`config.mk`:
```
export PLATFORM = sky130hd
export DESIGN_NAME = chime_tone_pattern_sequencer
export DESIGN_NICKNAME = d
export VERILOG_FILES = /design/src/ctps_pkg.sv /design/src/ctps_step.sv /design/src/chime_tone_pattern_sequencer.sv
export SDC_FILE = /design/constraint.sdc
export NUM_CORES = 1
export LEC_CHECK = 0
export BUFFER_PORTS_ARGS = -buffer_cell sky130_fd_sc_hd__buf_4
export CAP_MARGIN = 20
export CORE_MARGIN = 2
export CORE_UTILIZATION = 23
export DETAILED_ROUTE_END_ITERATION = 7
export REMOVE_ABC_BUFFERS = 1
export SYNTH_ARGS = -nofsm -noshare
export SYNTH_HDL_FRONTEND = slang
export SYNTH_SLANG_ARGS = --single-unit
```
`constraint.sdc`:
```
create_clock -name aclk -period 3.95 [get_ports aclk]
set_input_delay 0.395 -clock aclk [delete_from_list [all_inputs] [get_ports aclk]]
set_output_delay 0.395 -clock aclk [all_outputs]
set_load 0.005 [all_outputs]
```
`src/ctps_pkg.sv`:
```
// Shared types and constants for the chime tone-pattern sequencer.
`timescale 1ns / 1ps

package ctps_pkg;

    localparam int unsigned CFG_WIDTH   = 16;
    localparam int unsigned FREQ_WIDTH  = 16;
    localparam int unsigned CIDX_WIDTH  = 3;
    localparam int unsigned S_TDATA_W   = 8;
    localparam int unsigned M_TDATA_W   = 24;

    typedef enum logic [1:0] {
        CMD_TICK = 2'd0,
        CMD_PLAY = 2'd1,
        CMD_STOP = 2'd2
    } cmd_t;

    typedef enum logic [2:0] {
        PAT_OFF    = 3'd0,
        PAT_SINGLE = 3'd1,
        PAT_CHIME  = 3'd2,
        PAT_BEEP   = 3'd3,
        PAT_CONT   = 3'd4
    } pattern_t;

    typedef enum logic [1:0] {
        SEL_NONE  = 2'd0,
        SEL_HIGH  = 2'd1,
        SEL_LOW   = 2'd2,
        SEL_ALARM = 2'd3
    } tone_sel_t;

    typedef enum logic [CIDX_WIDTH-1:0] {
        REG_SINGLE_TONE_TICKS = 3'd0,
        REG_CHIME_TONE_TICKS  = 3'd1,
        REG_CHIME_GAP_TICKS   = 3'd2,
        REG_BEEP_PHASE_TICKS  = 3'd3,
        REG_HIGH_FREQ_HZ      = 3'd4,
        REG_LOW_FREQ_HZ       = 3'd5,
        REG_ALARM_FREQ_HZ     = 3'd6
    } reg_idx_t;

    typedef struct packed {
        logic [CFG_WIDTH-1:0] single_tone_ticks;
        logic [CFG_WIDTH-1:0] chime_tone_ticks;
        logic [CFG_WIDTH-1:0] chime_gap_ticks;
        logic [CFG_WIDTH-1:0] beep_phase_ticks;
        logic [CFG_WIDTH-1:0] high_freq_hz;
        logic [CFG_WIDTH-1:0] low_freq_hz;
        logic [CFG_WIDTH-1:0] alarm_freq_hz;
    } cfg_regs_t;

    typedef struct packed {
        pattern_t   mode;
        logic [1:0] step;
        tone_sel_t  tone_sel;
    } seq_ctl_t;

    localparam cfg_regs_t CFG_RESET = '{
        single_tone_ticks: 16'd50,
        chime_tone_ticks:  16'd25,
        chime_gap_ticks:   16'd10,
        beep_phase_ticks:  16'd20,
        high_freq_hz:      16'd1000,
        low_freq_hz:       16'd750,
        alarm_freq_hz:     16'd2000
    };

    localparam seq_ctl_t CTL_SILENT = '{
        mode:     PAT_OFF,
        step:     2'd0,
        tone_sel: SEL_NONE
    };

endpackage

```
`src/ctps_step.sv`:
```
// Next-state and tone-frequency logic for one sequencer request.
`timescale 1ns / 1ps

module ctps_step
    import ctps_pkg::*;
#(
    parameter int unsigned TICK_WIDTH = 16
) (
    input  logic [1:0]            cmd,
    input  logic [2:0]            pattern,
    input  seq_ctl_t              ctl_cur,
    input  logic [TICK_WIDTH-1:0] count_cur,
    input  cfg_regs_t             cfg,
    output seq_ctl_t              ctl_next,
    output logic [TICK_WIDTH-1:0] count_next,
    output logic [FREQ_WIDTH-1:0] tone_freq
);

    function automatic logic [TICK_WIDTH-1:0] load_count(input logic [CFG_WIDTH-1:0] v);
        logic [TICK_WIDTH+CFG_WIDTH-1:0] ext;
        ext = {{TICK_WIDTH{1'b0}}, v};
        return ext[TICK_WIDTH-1:0];
    endfunction

    logic [TICK_WIDTH-1:0] count_dec;
    logic                  expire;

    assign count_dec = count_cur - TICK_WIDTH'(1);
    assign expire    = (count_cur == '0) || (count_dec == '0);

    always_comb begin
        ctl_next   = ctl_cur;
        count_next = count_cur;
        case (cmd)
            CMD_TICK: begin
                if (ctl_cur.mode != PAT_OFF) begin
                    if (count_cur != '0) begin
                        count_next = count_dec;
                    end
                    if (expire) begin
                        case (ctl_cur.mode)
                            PAT_CHIME: begin
                                if (ctl_cur.step == 2'd1) begin
                                    ctl_next.tone_sel = SEL_NONE;
                                    ctl_next.step     = 2'd2;
                                    count_next        = load_count(cfg.chime_gap_ticks);
                                end else if (ctl_cur.step == 2'd2) begin
                                    ctl_next.tone_sel = SEL_LOW;
                                    ctl_next.step     = 2'd3;
                                    count_next        = load_count(cfg.chime_tone_ticks);
                                end else begin
                                    ctl_next   = CTL_SILENT;
                                    count_next = '0;
                                end
                            end
                            PAT_BEEP: begin
                                count_next = load_count(cfg.beep_phase_ticks);
                                if (ctl_cur.step == 2'd1) begin
                                    ctl_next.tone_sel = SEL_NONE;
                                    ctl_next.step     = 2'd0;
                                end else begin
                                    ctl_next.tone_sel = SEL_ALARM;
                                    ctl_next.step     = 2'd1;
                                end
                            end
                            PAT_CONT: begin
                            end
                            default: begin
                                ctl_next   = CTL_SILENT;
                                count_next = '0;
                            end
                        endcase
                    end
                end
            end
            CMD_PLAY: begin
                case (pattern)
                    PAT_SINGLE: begin
                        ctl_next   = '{mode: PAT_SINGLE, step: 2'd0, tone_sel: SEL_HIGH};
                        count_next = load_count(cfg.single_tone_ticks);
                    end
                    PAT_CHIME: begin
                        ctl_next   = '{mode: PAT_CHIME, step: 2'd1, tone_sel: SEL_HIGH};
                        count_next = load_count(cfg.chime_tone_ticks);
                    end
                    PAT_BEEP: begin
                        ctl_next   = '{mode: PAT_BEEP, step: 2'd1, tone_sel: SEL_ALARM};
                        count_next = load_count(cfg.beep_phase_ticks);
                    end
                    PAT_CONT: begin
                        ctl_next   = '{mode: PAT_CONT, step: 2'd0, tone_sel: SEL_ALARM};
                        count_next = '0;
                    end
                    default: begin
                        ctl_next   = CTL_SILENT;
                        count_next = '0;
                    end
                endcase
            end
            CMD_STOP: begin
                ctl_next   = CTL_SILENT;
                count_next = '0;
            end
            default: begin
            end
        endcase
    end

    always_comb begin
        case (ctl_next.tone_sel)
            SEL_HIGH:  tone_freq = cfg.high_freq_hz;
            SEL_LOW:   tone_freq = cfg.low_freq_hz;
            SEL_ALARM: tone_freq = cfg.alarm_freq_hz;
            default:   tone_freq = '0;
        endcase
    end

endmodule

```
`src/chime_tone_pattern_sequencer.sv`:
```
// A result is registered and appears on the m_ side in the cycle after its request is accepted.
// Throughput: one request per cycle; s_tready drops only while a result waits unread.
// The next state is formed from the pattern registers and the tick counter in one pass.
// Reset (aresetn low, synchronous): pattern off, counter cleared, registers to defaults.
// Configuration writes are taken every cycle (cfg_ready is always high).
`timescale 1ns / 1ps

module chime_tone_pattern_sequencer
    import ctps_pkg::*;
#(
    parameter int unsigned TICK_WIDTH = 16
) (
    input  logic                  aclk,
    input  logic                  aresetn,
    input  logic                  s_tvalid,
    output logic                  s_tready,
    input  logic [S_TDATA_W-1:0]  s_tdata,   // cmd[1:0], pattern[4:2], zero[7:5]
    output logic                  m_tvalid,
    input  logic                  m_tready,
    output logic [M_TDATA_W-1:0]  m_tdata,   // tone_on[0], tone_freq[16:1],
                                             // active_pattern[19:17], pattern_step[21:20],
                                             // zero[23:22]
    input  logic                  cfg_valid,
    output logic                  cfg_ready,
    input  logic [CIDX_WIDTH-1:0] cfg_index,
    input  logic [CFG_WIDTH-1:0]  cfg_data
);

    cfg_regs_t             cfg_reg;
    seq_ctl_t              ctl_reg;
    seq_ctl_t              ctl_next;
    logic [TICK_WIDTH-1:0] count_reg;
    logic [TICK_WIDTH-1:0] count_next;
    logic [FREQ_WIDTH-1:0] freq_next;
    logic                  m_valid_reg;
    logic [M_TDATA_W-1:0]  m_data_reg;
    logic                  s_accept;

    assign cfg_ready = 1'b1;
    assign s_tready  = !m_valid_reg || m_tready;
    assign s_accept  = s_tvalid && s_tready;
    assign m_tvalid  = m_valid_reg;
    assign m_tdata   = m_data_reg;

    always_ff @(posedge aclk) begin
        if (!aresetn) begin
            cfg_reg <= CFG_RESET;
        end else if (cfg_valid) begin
            case (cfg_index)
                REG_SINGLE_TONE_TICKS: cfg_reg.single_tone_ticks <= cfg_data;
                REG_CHIME_TONE_TICKS:  cfg_reg.chime_tone_ticks  <= cfg_data;
                REG_CHIME_GAP_TICKS:   cfg_reg.chime_gap_ticks   <= cfg_data;
                REG_BEEP_PHASE_TICKS:  cfg_reg.beep_phase_ticks  <= cfg_data;
                REG_HIGH_FREQ_HZ:      cfg_reg.high_freq_hz      <= cfg_data;
                REG_LOW_FREQ_HZ:       cfg_reg.low_freq_hz       <= cfg_data;
                REG_ALARM_FREQ_HZ:     cfg_reg.alarm_freq_hz     <= cfg_data;
                default: begin
                end
            endcase
        end
    end

    ctps_step #(
        .TICK_WIDTH (TICK_WIDTH)
    ) u_step (
        .cmd        (s_tdata[1:0]),
        .pattern    (s_tdata[4:2]),
        .ctl_cur    (ctl_reg),
        .count_cur  (count_reg),
        .cfg        (cfg_reg),
        .ctl_next   (ctl_next),
        .count_next (count_next),
        .tone_freq  (freq_next)
    );

    always_ff @(posedge aclk) begin
        if (!aresetn) begin
            ctl_reg     <= CTL_SILENT;
            count_reg   <= '0;
            m_valid_reg <= 1'b0;
        end else begin
            if (s_accept) begin
                ctl_reg     <= ctl_next;
                count_reg   <= count_next;
                m_valid_reg <= 1'b1;
            end else if (m_tready) begin
                m_valid_reg <= 1'b0;
            end
        end
    end

    always_ff @(posedge aclk) begin
        if (s_accept) begin
            m_data_reg <= {2'b00, ctl_next.step, ctl_next.mode, freq_next,
                           ctl_next.tone_sel != SEL_NONE};
        end
    end

endmodule
```
==> out/metrics.cfg, run 1 <==
[outcome]
status = finished, final reports clean

[power]
p_comb_frac = 0.157
seq_power_share = 0.427
p_sw_mw = 1.23
sw_frac_of_total = 0.299
power_leakage_nw = 3.35
p_int_mw = 2.88
cellPowerDensity_nw_per_um2 = 436
peakVddDrop_v = 0.000260
pwr-share-clk = 0.416

[run]
cap_viol_max_count = 0

[clock_tree]
clockBufferDepth = 2
cts-root-buf = clkbuf_16
cts_resized = 0
cts_setup_buffers = 0
clkLatencyLatePin_ps = 440
tritoncts = built
cts.htree.levels = 4
path_clk_slew_ps = 70
cts_sinks = 158
postCtsHoldBufs = 0
cts-buffers-inserted = 17

[synthesis]
synth_top_area_frac = 0.342
syn_inst = 950
yosysWarnings = 0
synth-edff-count = 22
ys_ff_latch = 158
yosysTopAreaCell = dfxtp_1
ys_types = 61
synth_area_per_cell_um2 = 8.39
synthFlopType = dfxtp_1
synth_area_leaders = dfxtp_1 (34%), nand2_1 (12%), edfxtp_1 (8.3%), a21boi_0 (8.1%), mux2i_1 (4.1%)
ys_seq_area_frac = 0.424
syn_area_um2 = 7970
postSynth.asyncResetShare = 0

[layout]
design_area_um2 = 9410
utilization = 0.274
mostFrequentLayoutCells = nand2_1 (253), dfxtp_1 (136), a21boi_0 (86), buf_4 (69), nor2_1 (49)
nFillCells = 3705
area_growth_pct = 18.1
drive_gt1_frac = 0.147
diodes = 0
final_cells = 1446
final_common_cell = nand2_1
largest_register_ffs = 112
final_nets = 1018

[placed_design]
dp_cells = 1414
gp_congestion = 0.858
placed_area_um2 = 8800
dpl.hpwl_mm = 15.0
numPortBuffers = 52

[grt]
grt_max_degree = 104
grt_pass1_vias = 6580
grt_overflow = 0
grt_use_total = 0.125
antenna_found_initial = 0
grt_pass1_wl_mm = 35.9

[worst_setup_path]
cp_data_arrival_time_ps = 3770
cp_max_fo = 16
start_kind = flop
worstSetupPathType = flop to flop
cp-end-kind = flop
worstPathRequired_ps = 4130

[sta]
hold_viol_final = 0
slew_headroom = 0.339
worstMarginPinSlew_ps = 991
fin_crit_ps = 3590
setup_viol = 0
fmaxAchievable_mhz = 279
rsz0062_at_grt = false
final.period_utilization = 0.908
skew_ps = 17.0
hold_slack_ps = 212
slew_violations = 0

[route]
via_per_inst = 4.68
drcViolationCount = 0
route.met3.wl_mm = 1.06
ant_nets = 0
via_count = 6764
first_pass_iters = 5
dr.max_layer_used = met4
wl_met2_mm = 10.5
drt_iter0_markers = 483
met1_length_mm = 10.4
routed_wl_mm = 22.4
post_drt_wl_per_cell_um = 15.5

[floorplan]
coreArea_um2 = 34400
die_h_um = 190
rows = 68
dieArea_um2 = 36200
start_util = 0.232
ios = 59
die_w_um = 190

[worst_hold_path]
hp-class = input port to flop

-- cell type report --
type	count	area, µm²	area share
clock buffer	17	425	0.0452
inverter	13	48.8	0.00518
clock inverter	15	191	0.0203
multi-input combinational	718	4260	0.452
tap	455	569	0.0605
timing repair buffer	70	538	0.0572
sequential	158	3380	0.359
-- cells in the mapped netlist (all sizes together), types with 5 or more instances --
cell type / number
a22oi: 17
a21oi: 48
a31oi: 7
nor2: 49
dfxtp: 136
nand2b: 8
nand2: 253
nor2b: 8
buf: 14
clkbuf: 48
o22ai: 18
nand3: 40
mux2: 17
mux2i: 33
o21ai: 31
nand4: 5
edfxtp: 22
nor3: 10
ha: 8
a21boi: 86
inv: 13
o2bb2ai: 16
-- power groups by stage --
stage                     Clock [mW]  Sequential, mW  Combinational (mW)
after CTS                       1.73            1.75               0.644
final                           1.71            1.75               0.645
after floorplan                    0            1.77               0.411
after global placement             0            1.79               0.633
after global routing            1.79            1.76               0.708
after detailed placement           0            1.79               0.642
-- worst max-delay path: stages, from the launching register on --
cell and delay (ps):
dfxtp_1 390, inv_1 110, ha_1 280, nor3b_2 380, nand2_1 160, or2_2 380
nor4_4 350, a21oi_4 120, buf_4 200, o31a_2 380, a2bb2oi_4 170, and2_4 240
o2bb2ai_1 150
-- logic make-up (layout without fill, tap and decap cells) --
| kind of cell | Yosys count | after routing | synth area share |
|---|---|---|---|
| flip-flops | 158 | 158 | 0.424 |
| AO/OA/AOI/OAI | 245 | 245 | 0.219 |
| buffers and inverters | 75 | 115 | 0.0430 |
| multiplexers | 50 | 50 | 0.0655 |
| AND/OR/NAND/NOR | 405 | 405 | 0.226 |
| adder cells (fa/ha/maj) | 8 | 8 | 0.0126 |
| other | 2 | 3 | 0.000942 |
| XOR/XNOR | 7 | 7 | 0.00769 |
-- metrics by stage --
| stage | setup TNS (ps) | power, mW | setup slack, ps |
|---|---|---|---|
| after global routing | 0 | 4.26 | 70.1 |
| after detailed placement | 0 | 2.43 | 407 |
| after global placement | 0 | 2.42 | 444 |
| after CTS | 0 | 4.12 | 392 |
| final | 0 | 4.10 | 364 |
| after floorplan | -397 | 2.18 | -35.9 |
-- metal layers --
metal | track usage | vias to the layer above
li1 | - | 3367
met1 | 0.166 | 3206
met2 | 0.204 | 168
met3 | 0.0251 | 23
met4 | 0.0405 | 0
met5 | 0 | -
-- final timing paths --
kind           startpoint     endpoint  slack, ps  depth (start not counted)
min reg2reg   cfg_reg[20]  cfg_reg[20]        470                          2
max          count_reg[0]   m_tdata[4]        360                         12
max reg2reg  count_reg[0]   m_tdata[4]        360                         12
min              s_tvalid     m_tvalid        210                          3
No activity file was read; power rests on OpenSTA's default activity.
==> inputs of run 2 (changes only) <==
--- a/config.mk
+++ b/config.mk
@@ -6,11 +6,9 @@
 export NUM_CORES = 1
 export LEC_CHECK = 0
 export BUFFER_PORTS_ARGS = -buffer_cell sky130_fd_sc_hd__buf_4
-export CAP_MARGIN = 20
 export CORE_MARGIN = 2
 export CORE_UTILIZATION = 23
 export DETAILED_ROUTE_END_ITERATION = 7
-export REMOVE_ABC_BUFFERS = 1
 export SYNTH_ARGS = -nofsm -noshare
 export SYNTH_HDL_FRONTEND = slang
 export SYNTH_SLANG_ARGS = --single-unit
==> constraint.sdc (replaced) <==
create_clock -name aclk -period 3.95 [get_ports aclk]
set_input_delay 0.395 -clock aclk [delete_from_list [all_inputs] [get_ports aclk]]
set_output_delay 0.395 -clock aclk [all_outputs]
set_load 0.05 [all_outputs]
==> out/metrics.cfg, run 2 (same netlist as run 1, synthesis figures left out) <==
[sta]
hold_viol_final = 0  ; unchanged
rsz0062_at_grt = false
fmaxAchievable_mhz = 277  ; -0.67%
slew_headroom = 0.435  ; +0.0961
skew_ps = 11.5  ; -5.57 ps
fin_setup_tns_ps = 0  ; unchanged
final.period_utilization = 0.914  ; +0.00613
setup_viol = 0  ; unchanged
fin_crit_ps = 3610  ; +24.2 ps
worstMarginPinSlew_ps = 844  ; -147 ps
slew_violations = 0  ; unchanged

[clock_tree]
cts-root-buf = clkbuf_16
tritoncts = built
postCtsHoldBufs = 0  ; unchanged
cts_setup_buffers = 0  ; unchanged
cts_sinks = 158  ; unchanged
clkLatencyLatePin_ps = 430  ; about the same
cts.htree.levels = 4  ; unchanged
cts_resized = 0  ; unchanged
clockBufferDepth = 2  ; unchanged
cts-buffers-inserted = 17  ; unchanged
path_clk_slew_ps = 70  ; about the same

[floorplan]
dieArea_um2 = 36200  ; unchanged
start_util = 0.232  ; unchanged
die_h_um = 190  ; unchanged
ios = 59  ; unchanged
die_w_um = 190  ; unchanged
rows = 68  ; unchanged
coreArea_um2 = 34400  ; unchanged

[power]
cellPowerDensity_nw_per_um2 = 443  ; +1.6%
p_comb_frac = 0.172  ; +0.015
p_int_mw = 2.91  ; +1.2%
peakVddDrop_v = 0.000255  ; -2.0%
p_sw_mw = 1.25  ; +1.6%
sw_frac_of_total = 0.300  ; +0.000830
pwr-share-clk = 0.407  ; -0.009
power_leakage_nw = 3.34  ; -0.34%
seq_power_share = 0.421  ; -0.006

[layout]
final_nets = 1018  ; unchanged
diodes = 0  ; unchanged
mostFrequentLayoutCells = nand2_1 (253), dfxtp_1 (136), a21boi_0 (86), buf_4 (69), nor2_1 (49)
largest_register_ffs = 112  ; unchanged
nFillCells = 3682  ; -0.62%
area_growth_pct = 17.8
final_common_cell = nand2_1
design_area_um2 = 9390  ; -0.21%
drive_gt1_frac = 0.147  ; unchanged

[worst_hold_path]
hp-class = input port to flop

[route]
post_drt_wl_per_cell_um = 15.8  ; +2.0%
via_count = 6791  ; +0.40%
drcViolationCount = 0  ; unchanged
routed_wl_mm = 22.8  ; +2.0%
ant_nets = 0  ; unchanged
via_per_inst = 4.70  ; +0.40%
first_pass_iters = 7  ; +2
drt_iter0_markers = 484  ; +0.21%

[outcome]
status = finished, final reports clean

[grt]
grt_overflow = 0  ; unchanged
antenna_found_initial = 0  ; unchanged
grt_pass1_wl_mm = 36.4  ; +1.3%
grt_max_degree = 68  ; -35%
grt_use_total = 0.127  ; +0.00224
grt_pass1_vias = 6578  ; -0.030%

[placed_design]
numPortBuffers = 52  ; unchanged
placed_area_um2 = 8800  ; unchanged
gp_congestion = 0.806  ; -6.0%
dpl.hpwl_mm = 15.1  ; +0.60%

[worst_setup_path]
cp_max_fo = 16  ; unchanged
start_kind = flop
worstPathRequired_ps = 4120  ; about the same
worstSetupPathType = flop to flop
cp_data_arrival_time_ps = 3780  ; about the same
cp-end-kind = flop

[run]
cap_viol_max_count = 0  ; unchanged

run 2: per-stage QoR:
step / hold slack (ps) / total power, mW / cells / util / setup WS (ps)
CTS: 209 / 4.18 / 1446 / 0.273 / 377
detailed placement: 456 / 2.50 / 1414 / 0.256 / 396
global route: 223 / 4.32 / 1446 / 0.273 / 122
floorplan: 437 / 2.29 / 951 / - / 835
finish: 220 / 4.16 / 1446 / 0.273 / 340
global placement: 448 / 2.49 / 1414 / 0.256 / 501
run 2: cell type report:
class | instances | area, µm² | area share
clock buffer | 17 | 425 | 0.0453
tap | 455 | 569 | 0.0606
clock inverter | 15 | 171 | 0.0182
sequential | 158 | 3380 | 0.360
multi-input combinational | 718 | 4260 | 0.453
timing repair buffer | 70 | 538 | 0.0573
inverter | 13 | 48.8 | 0.00520
run 2: final timing paths:
path	from	end	slack [ps]	cells past startpoint
max	count_reg[0]	m_tdata[5]	340	12
min	s_tvalid	m_tvalid	220	3
max reg2reg	count_reg[0]	m_tdata[5]	340	12
min reg2reg	cfg_reg[31]	cfg_reg[31]	460	2
run 2: power by group through the flow:
stage	Sequential [mW]	Clock, mW	Combinational, mW
finish	1.75	1.69	0.717
global route	1.76	1.78	0.783
CTS	1.75	1.71	0.715
detailed placement	1.79	0	0.712
global placement	1.78	0	0.703
floorplan	1.83	0	0.468
run 2: metal layers:
metal / routed length [µm] / vias to the layer above / global-route usage / part of all wire
li1: - / 3366 / - / -
met1: 10700 / 3263 / 0.165 / 0.47
met2: 10800 / 144 / 0.212 / 0.47
met3: 982 / 18 / 0.0240 / 0.043
met4: 335 / 0 / 0.0438 / 0.015
met5: 0 / - / 0 / 0
run 2: worst max-delay path: stages, from the launching register on:
cell,delay [ps]
dfxtp_1,380
inv_1,110
ha_1,290
nor3b_2,370
nand2_1,170
or2_2,390
nor4_4,340
a21oi_4,120
buf_4,210
o31a_2,380
a2bb2oi_4,160
and2_4,250
o2bb2ai_1,160
